==> src/hw/rtl/dcmc_pkg.sv <==
// ----------------------------------------------------------------------------
// dcmc_pkg: shared types for the divisor closure min-cut block
// Queue entry, RAM word layouts, sequencer states and fixed field widths.
// ----------------------------------------------------------------------------
`default_nettype none

package dcmc_pkg;

   localparam int VALUE_W = 16;
   localparam int TOTAL_W = 24;
   localparam int RESID_W = 17;

   localparam logic [RESID_W-1:0] CAP_MAX = '1;

   typedef struct packed {
      logic [VALUE_W-1:0] value;
      logic               store;
      logic               last;
      logic               ovf;
   } entry_type;

   typedef struct packed {
      logic [VALUE_W-1:0] value;
      logic [RESID_W-1:0] resid;
   } item_word_type;

   typedef struct packed {
      logic               link;
      logic [RESID_W-1:0] amount;
   } flow_word_type;

   typedef enum logic [3:0] {
      ST_LOAD,
      ST_CLEAR,
      ST_BFS_INIT,
      ST_POP_RD,
      ST_POP_GET,
      ST_SINK_RD,
      ST_SINK_EVAL,
      ST_SCAN,
      ST_SCAN_EVAL,
      ST_WALK_INIT,
      ST_PRED_RD,
      ST_PRED_GET,
      ST_EDGE_EVAL,
      ST_SUM_RD,
      ST_SUM_EVAL,
      ST_RESULT
   } back_state_type;

endpackage

`default_nettype wire

==> src/hw/rtl/dcmc_front.sv <==
// ----------------------------------------------------------------------------
// dcmc_front: input stage
// Counts items of a batch, drops items past capacity and tags each queue entry.
// ----------------------------------------------------------------------------
`default_nettype none

module dcmc_front #(
   parameter int MAX_ITEMS = 64
) (
   input  wire logic                  clock,
   input  wire logic                  reset,
   input  wire logic                  req_tvalid,
   output logic                       req_tready,
   input  wire logic [15:0]           req_tdata,
   input  wire logic                  req_tlast,
   output logic                       q_valid,
   input  wire logic                  q_ready,
   output dcmc_pkg::entry_type        q_data
);

   import dcmc_pkg::*;

   localparam int CW = $clog2(MAX_ITEMS + 1);

   logic [CW-1:0] count_ff, count_in;
   logic          excess_ff, excess_in;
   logic          store;
   logic          accept;

   assign store      = count_ff < CW'(MAX_ITEMS);
   assign req_tready = q_ready;
   assign accept     = req_tvalid && req_tready;
   assign q_valid    = req_tvalid && (store || req_tlast);

   always_comb begin
      q_data.value = req_tdata;
      q_data.store = store;
      q_data.last  = req_tlast;
      q_data.ovf   = excess_ff || !store;
   end

   always_comb begin
      count_in  = count_ff;
      excess_in = excess_ff;
      if (accept) begin
         if (req_tlast) begin
            count_in  = '0;
            excess_in = 1'b0;
         end else if (store) begin
            count_in = count_ff + CW'(1);
         end else begin
            excess_in = 1'b1;
         end
      end
   end

   always_ff @(posedge clock) begin
      if (reset) begin
         count_ff  <= '0;
         excess_ff <= 1'b0;
      end else begin
         count_ff  <= count_in;
         excess_ff <= excess_in;
      end
   end

endmodule

`default_nettype wire

==> config.mk <==
export PLATFORM = sky130hd
export DESIGN_NAME = dcmc_front
export DESIGN_NICKNAME = d
export VERILOG_FILES = /design/src/hw/rtl/dcmc_pkg.sv /design/src/hw/rtl/dcmc_front.sv
export SDC_FILE = /design/constraint.sdc
export NUM_CORES = 1
export LEC_CHECK = 0
export ABC_AREA = 1
export BUFFER_PORTS_ARGS = -buffer_cell sky130_fd_sc_hd__buf_2
export CORE_MARGIN = 10
export CORE_UTILIZATION = 34
export CTS_CLUSTER_SIZE = 8
export DETAILED_ROUTE_END_ITERATION = 10
export MAX_ROUTING_LAYER = met4
export PLACE_DENSITY = 0.75
export SLEW_MARGIN = 20
export SYNTH_ARGS = -nofsm -noshare
export SYNTH_HDL_FRONTEND = slang
export SYNTH_SLANG_ARGS = --single-unit
==> constraint.sdc <==
create_clock -name clock -period 0.9 [get_ports clock]
set_input_delay 0.09 -clock clock [delete_from_list [all_inputs] [get_ports clock]]
set_output_delay 0.09 -clock clock [all_outputs]
set_load 0.1 [all_outputs]
==> results.json <==
{
  "max_stage_delay_ns": 0.35,
  "final_util_pct": 50.6,
  "yosys-top-cells-area": "dfxtp_1, buf_4, nand2_1",
  "drv_cap": 0,
  "maxSlewHeadroom_pct": 84.2,
  "fin_worst_skew_ns": 0.00205,
  "post-place-ws_ns": -0.0740,
  "fmax_ghz": 0.864,
  "finalCritPeriodShare_pct": 129,
  "syn_to_final_growth_pct": 38.4,
  "coreArea_sq_um": 1520,
  "synth.distinct_cells": 21,
  "ys_ff_latch": 8,
  "status": "finished, violations left",
  "synthFlopType": "dfxtp_1",
  "cellLeakagePower_nw": 0.318,
  "rsz0062_at_grt": "yes",
  "cts_tree": "done",
  "ir_drop_mv": 0.636,
  "crit_chain": "buf_6, a21boi_4, buf_12",
  "syn_inst": 78,
  "finalSetupViolCount": 10,
  "final.min_clock_period_ns": 1.16,
  "ios": 42,
  "violations": "negative setup slack",
  "slew_viol_final": 0,
  "ys_async_sr_fraction_pct": 0,
  "seqCellArea_sq_um": 173,
  "totalWireLength_mm": 1.37,
  "yosys_warnings": 0,
  "dpl.cell_count": 93,
  "syn-cell-area_sq_um": 557,
  "n_antenna_cell": 0,
  "place_congestion": 0.923,
  "synth_edf_count": 0,
  "start_util_pct": 36.5,
  "hold_viol": 0,
  "drive_above_1_share_pct": 53.7,
  "yosysSeqAreaShare_pct": 28.8,
  "start_kind": "flop",
  "clk_path_buf_depth": 2,
  "synth_most_common_cell": "buf_4",
  "tns_ns": -1.52,
  "timing.final.ws_setup_ns": -0.257,
  "place_area_sq_um": 662,
  "synthesis.nets": 100,
  "nets": 106,
  "end_kind": "output port",
  "hold_ws_ns": 0.0243,
  "htreeDepth": 1,
  "final_cells": 98,
  "rows": 14,
  "grt_max_degree": 6,
  "insertion_delay_ns": 0.25,
  "drt_iter0_drc": 5,
  "synth_top_cell_area_share_pct": 28.8,
  "die_h_microns": 60.5,
  "path_max_fanout": 3,
  "p_per_area_nw_per_um2": 1060,
  "post_drt_wl_per_cell_microns": 14.0,
  "vias": 468,
  "tightest_slew_ns": 0.237,
  "clkSlewWorstSetupHoldPaths_ns": 0.05,
  "grt-ovfl-total": 0,
  "antenna_left": 0,
  "antenna_found_initial": 0,
  "drcViolationCount": 0,
  "multi_input_area_sq_um": 304,
  "place_hpwl_microns": 926,
  "ys_top_cells_by_count": "buf_4, nand2_1, inv_1, dfxtp_1, nor2_1",
  "cp_slowest_cell": "dfxtp_4",
  "dr.pass1.iters": 4,
  "worstSetupPathType": "flop to output port",
  "syn_avg_cell_area_sq_um": 7.14,
  "dieArea_sq_um": 3660,
  "synth_top_area_cell": "dfxtp_1",
  "grt_pass1_wl_mm": 2.11,
  "crit_required_ns": 0.81,
  "cts_made_buffers": 3,
  "clock-root-buffer": "clkbuf_4",
  "cp.arrival_ns": 1.07,
  "clock-sinks": 8,
  "portBuffers": 9,
  "hp-class": "primary input to flop",
  "fp.dieW_microns": 60.5,
  "power.total_mw": 0.816,
  "stdcell_area_sq_um": 771,
  "vias_per_cell": 4.78,
  "track_usage_pct": 8.03,
  "grt_pass1_vias": 457,
  "fillerInstances": 138
}
[worst max-delay path: cells and delay by family (launching register included)]
kind / cells / cell delay, ns
buffers and inverters: 2 / 0.30
DFF: 1 / 0.35
AOI/OAI and AO/OA: 1 / 0.16
[cell usage in the layout (no fill, tap or decap), types with 3 or more instances in the layout]
cell      instances
nor2_1            6
clkbuf_4          3
buf_12            5
inv_1             9
buf_2             4
nand2_4           3
dfxtp_1           4
nand2_1           9
dfxtp_4           3
buf_4             9
[registers in the layout (all words and copies together) (netlist names)]
register and flops:
count_ff 7, excess_ff 1
[area by class of cell]
| type | count | share of cell area, % |
|---|---|---|
| Sequential cell | 8 | 22.4 |
| Clock buffer | 3 | 2.92 |
| Timing Repair Buffer | 20 | 27.3 |
| Tap cell | 16 | 2.60 |
| Inverter | 11 | 5.36 |
| Multi-Input combinational cell | 40 | 39.4 |
[logic make-up (layout without fill, tap and decap cells)]
logic type	after synthesis	after routing	synth area share, %
and+or+nand+nor	29	29	24.9
AOI/OAI and AO/OA	9	9	9.44
xor gates and xnor gates	1	1	1.57
buffers and inverters	30	34	33.0
adders and majority gates	1	1	2.25
DFF	8	8	28.8
[per-layer routing]
layer  GRT usage, %  share of wire (%)  vias to the layer above
met5              -                  0                        -
li1               -                  -                      234
met4           2.82                1.0                        0
met3           5.43                9.5                        6
met1           7.18                 36                      208
met2           13.4                 54                       20
[path summary, 6_finish.rpt]
kind                                  from  slack (ns)                  endpoint  cells past startpoint
setup / recovery  count_ff[6]$_SDFFE_PP0P_       -0.26                   q_valid                      3
hold / removal                       reset        0.02  count_ff[1]$_SDFFE_PP0P_                      2
setup reg to reg  count_ff[6]$_SDFFE_PP0P_       -0.18  count_ff[6]$_SDFFE_PP0P_                      5
hold reg to reg   count_ff[2]$_SDFFE_PP0P_        0.47  count_ff[2]$_SDFFE_PP0P_                      2
[report_power, final]
part           leakage, nW  switching, mW  internal (mW)
Sequential          0.0674        0.00420          0.351
Clock               0.0138          0.120          0.152
Combinational        0.237          0.115         0.0734
Total                0.318          0.239          0.577
[timing repair]
action                                  4_1_cts  5_1_grt
setup buffers                                 3        0
pin swaps                                     6        5
resized for setup                            12        9
endpoints found under the setup margin        8       10
hold buffers                                  0        0
Note: power is estimated with default switching activity, not from simulation.
