<file path="config.mk">
export PLATFORM = sky130hd
export DESIGN_NAME = dcmc_fifo
export DESIGN_NICKNAME = d
export VERILOG_FILES = /design/src/hw/rtl/dcmc_pkg.sv /design/src/hw/rtl/dcmc_fifo.sv
export SDC_FILE = /design/constraint.sdc
export NUM_CORES = 1
export LEC_CHECK = 0
export ABC_AREA = 1
export BUFFER_PORTS_ARGS = -buffer_cell sky130_fd_sc_hd__buf_2
export CORE_ASPECT_RATIO = 0.6
export CORE_MARGIN = 2
export CORE_UTILIZATION = 53
export CTS_BUF_LIST = sky130_fd_sc_hd__clkbuf_8
export CTS_CLUSTER_DIAMETER = 30
export CTS_CLUSTER_SIZE = 30
export DETAILED_ROUTE_END_ITERATION = 12
export PLACE_DENSITY = 0.81
export SYNTH_ARGS = -nofsm -noshare
export SYNTH_HDL_FRONTEND = slang
export SYNTH_SLANG_ARGS = --single-unit
</file>
<file path="constraint.sdc">
create_clock -name clock -period 2.6 [get_ports clock]
set_input_delay 0.65 -clock clock [delete_from_list [all_inputs] [get_ports clock]]
set_output_delay 0.65 -clock clock [all_outputs]
set_load 0.01 [all_outputs]
</file>
<file path="src/hw/rtl/dcmc_pkg.sv">
// ----------------------------------------------------------------------------
// dcmc_pkg: shared types for the divisor closure min-cut block
// Queue entry, RAM word layouts, sequencer states and fixed field widths.
// ----------------------------------------------------------------------------
`default_nettype none

package dcmc_pkg;

   localparam int VALUE_W = 16;
   localparam int TOTAL_W = 24;
   localparam int RESID_W = 17;

   localparam logic [RESID_W-1:0] CAP_MAX = '1;

   typedef struct packed {
      logic [VALUE_W-1:0] value;
      logic               store;
      logic               last;
      logic               ovf;
   } entry_type;

   typedef struct packed {
      logic [VALUE_W-1:0] value;
      logic [RESID_W-1:0] resid;
   } item_word_type;

   typedef struct packed {
      logic               link;
      logic [RESID_W-1:0] amount;
   } flow_word_type;

   typedef enum logic [3:0] {
      ST_LOAD,
      ST_CLEAR,
      ST_BFS_INIT,
      ST_POP_RD,
      ST_POP_GET,
      ST_SINK_RD,
      ST_SINK_EVAL,
      ST_SCAN,
      ST_SCAN_EVAL,
      ST_WALK_INIT,
      ST_PRED_RD,
      ST_PRED_GET,
      ST_EDGE_EVAL,
      ST_SUM_RD,
      ST_SUM_EVAL,
      ST_RESULT
   } back_state_type;

endpackage

`default_nettype wire

</file>
<file path="src/hw/rtl/dcmc_fifo.sv">
// ----------------------------------------------------------------------------
// dcmc_fifo: two-entry queue between front and back
// Lets the input side keep taking items while the sequencer is busy.
// ----------------------------------------------------------------------------
`default_nettype none

module dcmc_fifo (
   input  wire logic                 clock,
   input  wire logic                 reset,
   input  wire logic                 push_valid,
   output logic                      push_ready,
   input  wire dcmc_pkg::entry_type  push_data,
   output logic                      pop_valid,
   input  wire logic                 pop_ready,
   output dcmc_pkg::entry_type       pop_data
);

   import dcmc_pkg::*;

   entry_type  entry_ff [2];
   logic       wr_ptr_ff, wr_ptr_in;
   logic       rd_ptr_ff, rd_ptr_in;
   logic [1:0] cnt_ff, cnt_in;
   logic       do_push, do_pop;

   assign push_ready = cnt_ff != 2'd2;
   assign pop_valid  = cnt_ff != 2'd0;
   assign pop_data   = entry_ff[rd_ptr_ff];
   assign do_push    = push_valid && push_ready;
   assign do_pop     = pop_valid && pop_ready;

   always_comb begin
      wr_ptr_in = wr_ptr_ff ^ do_push;
      rd_ptr_in = rd_ptr_ff ^ do_pop;
      cnt_in    = cnt_ff + {1'b0, do_push} - {1'b0, do_pop};
   end

   always_ff @(posedge clock) begin
      if (do_push) begin
         entry_ff[wr_ptr_ff] <= push_data;
      end
   end

   always_ff @(posedge clock) begin
      if (reset) begin
         wr_ptr_ff <= 1'b0;
         rd_ptr_ff <= 1'b0;
         cnt_ff    <= 2'd0;
      end else begin
         wr_ptr_ff <= wr_ptr_in;
         rd_ptr_ff <= rd_ptr_in;
         cnt_ff    <= cnt_in;
      end
   end

endmodule

`default_nettype wire

</file>
==> impl_summary.md, run 1 <==
Outcome
The run finished with clean final reports.

Power
The share of total power dissipated in combinational logic is 0.325. The power spent charging and discharging nets is 630 uW. Of the total power, registers draw 0.481. The internal portion of the total power is 1280 uW. For this design the ratio of total power to cell area is 966 nW/um^2. The standby leakage power is 0.000875 uW. Of the total power, the share spent switching nets is 0.330. The worst supply voltage drop on vdd is 0.618 mV. The clock share of power is 0.194.

Setup path
The worst setup path is launched from a register. The endpoint kind of the worst setup timing path is an output port. The setup slack of the most critical reg-to-reg path is 0.99 ns. For the worst flop-to-flop path, the logic depth is 6. Along the worst path, the maximum fanout reaches 20. Data arrives at the worst endpoint at 1.38 ns. The critical path data required time is 1.95 ns. The setup path with the least slack is of type register to output port.

Detailed routing
Summed over all layers, the routed wires come to 2790 microns. The final routed DRC violation total is 0. In the routed layout, each cell is associated on average with a via count of 4.58. The remaining number of nets flagged by the antenna check after routing is 0. The detailed router's first-iteration violation count is 103. Summing over every cut layer, the via total after detailed routing is 1025. In the final routed layout, each cell accounts on average for 12.4 microns. For this run, the detailed router's first-pass iteration total came to 4.

STA
The minimum clock period is 2.03 ns. The final hold violation count is 0. The clock skew after layout is 0.00575 ns. The final number of max-transition violations is 0. Setup repair after global routing left no endpoint under its margin. Dividing the final minimum period by the clock period gives 0.780. The count of final setup violators is 0.

Adding up every negative setup slack in the final design gives 0 ns. The tightest slew margin relative to the limit is 0.616. For the pin with the worst max-slew slack, the measured transition is 0.575 ns.

For this run, the top clock speed supported by timing is 493 MHz.

Floorplan
The initial utilization of the core area, before any placement, comes to 0.563. The I/O pin count is 44. The chip height is 46.9 microns. The die covers 3540 sq um.

The region available for standard cell placement spans 2890 sq um. The row count is 15. From left edge to right edge, the die measures 75.5 microns.

Clocking
For this design, the CTS-stage hold fixing added 0 buffers. Gates resized during post-CTS repair numbered 0. The clock transition at the register clock pins on the worst setup and hold paths after CTS is 0.07 ns. The clock tree synthesis step divided the H-tree into 2 levels. Counting the buffers created by CTS gives 5. The longest clock path from root to sink contains 2 buffers. The cell sitting at the root of the clock tree is a clkbuf_8. For the worst-skew pair, the clock arrives at the later sink with an insertion delay of 0.29 ns. CTS saw 42 sinks. The number of buffers inserted to repair setup after CTS is 0. The clock tree from TritonCTS is yes.

Global routing
The number of antenna violations at the first check in global routing is 0. The all-layer global routing usage is 0.173. The via count of the first global-routing pass came to 957.

The leftover overflow at the end of global routing is 0. The first global-routing pass estimated 4170 microns of wire. The pin count of the biggest net entering global routing is 21.

Synthesis
The average instance area after synthesis is 12.2 sq um. By area the synthesized netlist is led by edfxtp_1, nand2_1, dfxtp_1. The share of the Yosys chip area taken by registers is 0.751.

The number of distinct standard cells referenced by the synthesized netlist is 17. Yosys printed 0 warnings. The cell area after synthesis is 1630 sq um. The synthesized design spends more area on one cell type than any other, namely edfxtp_1. In the synthesized netlist, the number of instances is 133. The post-synth net total is 158.

The area share of the leading cell type in the synthesized netlist is 0.702. The number of storage elements in the synthesis netlist is 42.

Final layout
After routing the design area is 1980 sq um. The library cells used most frequently in the layout, excluding fill and tap cells, are nand2_1, buf_2, edfxtp_1. The number of nets in the layout is 207. Of the cells placed in the final design, the portion with a size suffix greater than 1 is 0.335. Once layout is complete, the cells apart from fillers number 224.

The library cell used most frequently in the layout, excluding fill and tap cells, is nand2_1. The number of antenna diodes in the final layout is 0. The synthesis-to-finish area growth is 21.5%.

Place
During placement, the flow inserted port buffers numbering 43. In this run the cell area measured after placement is 1900 sq um. Once placement completed, the tool counted placed cells totaling 217. The HPWL after detailed placement is 1950 microns. The global placement routability congestion is 0.751.

Worst hold path
Along the worst hold path, the cell count comes to 1. The worst hold path belongs to the class primary input to register.

Flow run
Max-cap violations in this run came to 0.
per-layer routing:
layer / global-route usage / wire length (microns) / vias to the layer above
met3: 0.0858 / 222 / 0
met1: 0.209 / 1260 / 460
li1: - / - / 528
met5: 0 / 0 / -
met4: 0.0561 / 0 / 0
met2: 0.278 / 1310 / 37
cells by family (layout without fill, tap and decap cells):
| group | after synthesis | count (layout) | share of synthesized area |
|---|---|---|---|
| AND/OR/NAND/NOR | 72 | 72 | 0.185 |
| buffers and inverters | 14 | 63 | 0.0354 |
| flip-flops | 42 | 42 | 0.751 |
| AO/OA/AOI/OAI | 2 | 2 | 0.00846 |
| adder cells (fa/ha/maj) | 2 | 2 | 0.0154 |
| XOR/XNOR | 1 | 1 | 0.00539 |
worst max-delay path, cell delays in order, from the launching register on:
cell,delay [ns]
dfxtp_1,0.31
inv_1,0.43
nand2_1,0.12
nand2_1,0.10
buf_2,0.13
area by class of cell:
cell class | count | area, sq um
flip-flops and latches | 42 | 1220
multi-input cells | 77 | 350
well taps | 42 | 52.6
fillers | 215 | 915
inverters | 10 | 37.5
clock inverters | 2 | 7.51
clock buffers | 5 | 68.8
repair buffers | 46 | 238
per-stage QoR:
stage          total power (uW)   util  hold slack [ns]  worst slack, ns
4_1_cts                    1930  0.684            0.532            0.556
6_report                   1910  0.684            0.545            0.572
3_5_place_dp               1560  0.657            0.583            0.771
3_3_place_gp               1530  0.657            0.567            0.818
2_1_floorplan              1330      -            0.534            0.657
5_1_grt                    2040  0.684            0.537            0.442
Yosys cell counts:
cell       n
ha_1       2
nor2_4     1
nor2_1     4
nand3_2    1
nor3_1     1
nor2_2     2
edfxtp_1  38
dfxtp_1    4
nand2_4    1
a21oi_2    1
inv_1      8
inv_2      2
xnor2_1    1
buf_2      4
nand2_2    1
nand2_1   61
o21ai_1    1
path summary, 6_finish.rpt:
| path | startpoint | end |
|---|---|---|
| hold / removal | push_data[17] | entry_ff[0][17] |
| setup / recovery | rd_ptr_ff | pop_data[4] |
| hold reg to reg | wr_ptr_ff | wr_ptr_ff |
| setup reg to reg | cnt_ff[0] | entry_ff[0][7] |
sequential cells by signal, summed over array words and instances, names as in the netlist:
signal	flops
wr_ptr_ff	1
cnt_ff	2
entry_ff	38
rd_ptr_ff	1
power groups by stage:
stage	clock network (uW)	logic [uW]	registers, uW
finish	371	620	919
global route	412	702	925
CTS	380	626	919
detailed placement	0	622	934
global placement	0	603	929
floorplan	0	400	927
Power figures use the tool's default switching activity.
==> run 2, diff against run 1 <==
clock period = 2 ns   (was 2.6 ns; I/O delays follow)
==> run 2 against run 1 <==
  * Clock power is 34% higher
  * Setup slack worse by 0.45 ns
  * Power is 33% higher
  * Critical endpoint is now pop_data[16]
  * Cell area is 0.82% higher
  * Sequential share of layout area is 0.50 points lower
  * Combinational power is 34% higher
  * Critical path type unchanged
  * Core utilization is 0.56 points higher
==> impl_summary.md, run 2 (synthesis results as in run 1) <==
STA
The count of final setup violators is 0 (unchanged). The slack of the critical path came to 0.119 ns (-0.453 ns). The slew of the pin with the lowest slew margin is 0.367 ns (-0.208 ns).

Setup repair after global routing left no endpoint under its margin. The worst path needs 1.88 ns of the cycle, external delays included. The final number of max-transition violations is 0 (unchanged). The final hold violation count came to 0 (unchanged). For this run, the top clock speed supported by timing is 532 MHz.

The sum of negative setup slack came to 0 ns (unchanged). The final critical-path share of the clock period is 0.940. The tightest slew margin relative to the limit was 0.755 (+0.139). The clock skew after layout was 0.00941 ns (+0.00366 ns).

Final layout
The post-route standard cell area excluding fillers is 1990 sq um (+0.82%). The flip-flop count of the largest register after layout is 38 (unchanged). The number of nets in the layout is 208 (+0.48%). The number of antenna repair diodes came to 0 (unchanged). The largest register by flop count is entry_ff. The commonest non-fill, non-tap cell in the layout is nand2_1.

The count of fill cells added during filler insertion is 226 (+5.1%). Relative to the synthesized area, the layout overhead comes to 22.5%. The top cell types in the final layout, fill and taps aside, are nand2_1, buf_2, edfxtp_1.

The fraction of final layout cells with drive strength greater than 1 came to 0.348 (+0.0127). The final design utilization is 0.689 (+0.00563). In the final layout, the registers with the most flip-flops are entry_ff x38, cnt_ff x2.

Power
The switching part of the total is 0.338 (+0.00789). The power after layout is 2530 uW (+33%). The standby leakage power is 0.000878 uW (+0.45%). The combinational cell fraction of total power was 0.328 (+0.003). The clock share of power is 0.197 (+0.003). The cell-internal power is 1670 uW (+31%).

The power density of the placed cells is 1270 nW/um^2 (+31%). The power spent charging and discharging nets is 856 uW (+36%). The sequential share of power is 0.476 (-0.005). The worst supply voltage drop on vdd is 0.824 mV (+33%).

Global routing
The number of antenna violations at the first check in global routing is 0 (unchanged). The all-layer global routing usage came to 0.183 (+0.0100). The first-pass GRT wire length is 4430 microns (+6.3%). The pin count of the biggest net entering global routing is 21 (unchanged). The via count of the first global-routing pass is 1064 (+11%). The leftover overflow at the end of global routing came to 0 (unchanged).

Setup path
The setup path with the least slack is of type register to output port. The maximum fanout encountered on the critical timing path was 20 (unchanged). The setup slack of the most critical reg-to-reg path is 0.43 ns (-0.56 ns). The endpoint kind of the worst setup timing path is an output port. STA classifies the critical path startpoint as a register.

The critical path data required time was 1.50 ns (-0.45 ns). The signal arrival time at the worst endpoint is 1.38 ns (about the same).

Clocking
The clock transition at the register clock pins on the worst setup and hold paths after CTS is 0.08 ns (about the same). The number of buffers on the longest clock path is 2 (unchanged). The number of clock sinks seen by CTS is 42 (unchanged). The number of buffers inserted to repair setup after CTS is 0 (unchanged). The count of H-tree levels built during CTS came to 2 (unchanged). The master cell of the clock root buffer is clkbuf_8. The number of buffers created by CTS was 5 (unchanged). TritonCTS built the clock tree. The clock insertion delay at the later pin of the skew report is 0.29 ns (about the same).

Worst hold path
The path class of the tightest hold or removal check is primary input to register.

Place
The HPWL after detailed placement is 2040 microns (+4.6%). The global placement routability congestion is 0.737 (-2.0%). The post-place setup slack is 0.364 ns (-0.407 ns). The total cell area at the placement stage came to 1910 sq um (+0.40%). The number of input and output port buffers inserted is 43 (unchanged).

Detailed routing
The number of search-and-repair iterations in the first detailed-routing pass is 4 (unchanged). The via count is 1097 (+7.0%). The wire length reported by the detailed router was 2970 microns (+6.5%).

The remaining number of nets flagged by the antenna check after routing was 0 (unchanged). The routed length per instance came to 13.1 microns (+5.5%). The final routed DRC violation total is 0 (unchanged). The detailed router's first-iteration violation count is 53 (-49%).

The detailed-route vias per instance is 4.85 (+6.1%).

Outcome
The flow ran to the end, and the final reports show no timing, DRC or antenna violations.

Floorplan
The I/O pin count is 44 (unchanged). The die area is 3540 sq um (unchanged). The initial standard-cell utilization of the core was 0.563 (unchanged). The horizontal die dimension is 75.5 microns (unchanged).

The area of the core is 2890 sq um (unchanged). The chip height came to 46.9 microns (unchanged). The row count was 15 (unchanged).

Flow run
The count of maximum capacitance violations was 0 (unchanged).
-- run 2: worst max-delay path: stages, from the launching register on --
cell	delay, ns
dfxtp_1	0.38
clkinvlp_4	0.34
nand2_1	0.16
nand2_1	0.07
buf_2	0.14
-- run 2: final cells by class --
class / instances / area [sq um] / share of cell area
repair buffers: 47 / 245 / 0.123
inverters: 10 / 41.3 / 0.0207
flip-flops and latches: 42 / 1220 / 0.613
clock inverters: 3 / 12.5 / 0.00628
clock buffers: 5 / 68.8 / 0.0345
well taps: 42 / 52.6 / 0.0264
multi-input cells: 77 / 350 / 0.176
-- run 2: layer usage --
metal | track usage | wire length, microns | vias up
li1 | - | - | 532
met1 | 0.191 | 1300 | 512
met2 | 0.329 | 1450 | 45
met3 | 0.0708 | 167 | 8
met4 | 0.0982 | 51 | 0
met5 | 0 | 0 | -
-- run 2: power groups by stage --
stage	combinational, uW	clock (uW)	sequential, uW
2_1_floorplan	520	0	1200
3_3_place_gp	787	0	1210
3_5_place_dp	828	0	1220
4_1_cts	834	503	1200
5_1_grt	929	538	1220
6_report	829	498	1200
-- run 2: what timing repair did --
action                                  4_1_cts  5_1_grt
hold buffers                                  0        0
endpoints found under the setup margin        0        9
endpoints found under the hold margin         0        0
gates resized for setup                       0        1
-- run 2: final timing paths --
| check | start | to | cells after the start |
|---|---|---|---|
| max | rd_ptr_ff | pop_data[16] | 4 |
| min | push_data[9] | entry_ff[1][9] | 1 |
| max reg2reg | cnt_ff[0] | cnt_ff[1] | 10 |
| min reg2reg | wr_ptr_ff | wr_ptr_ff | 3 |
-- run 2: stage by stage --
| step | instances | hold WS (ns) |
|---|---|---|
| finish | 226 | 0.395 |
| detailed placement | 218 | 0.594 |
| floorplan | 133 | 0.534 |
| CTS | 226 | 0.392 |
| global placement | 218 | 0.570 |
| global route | 226 | 0.388 |
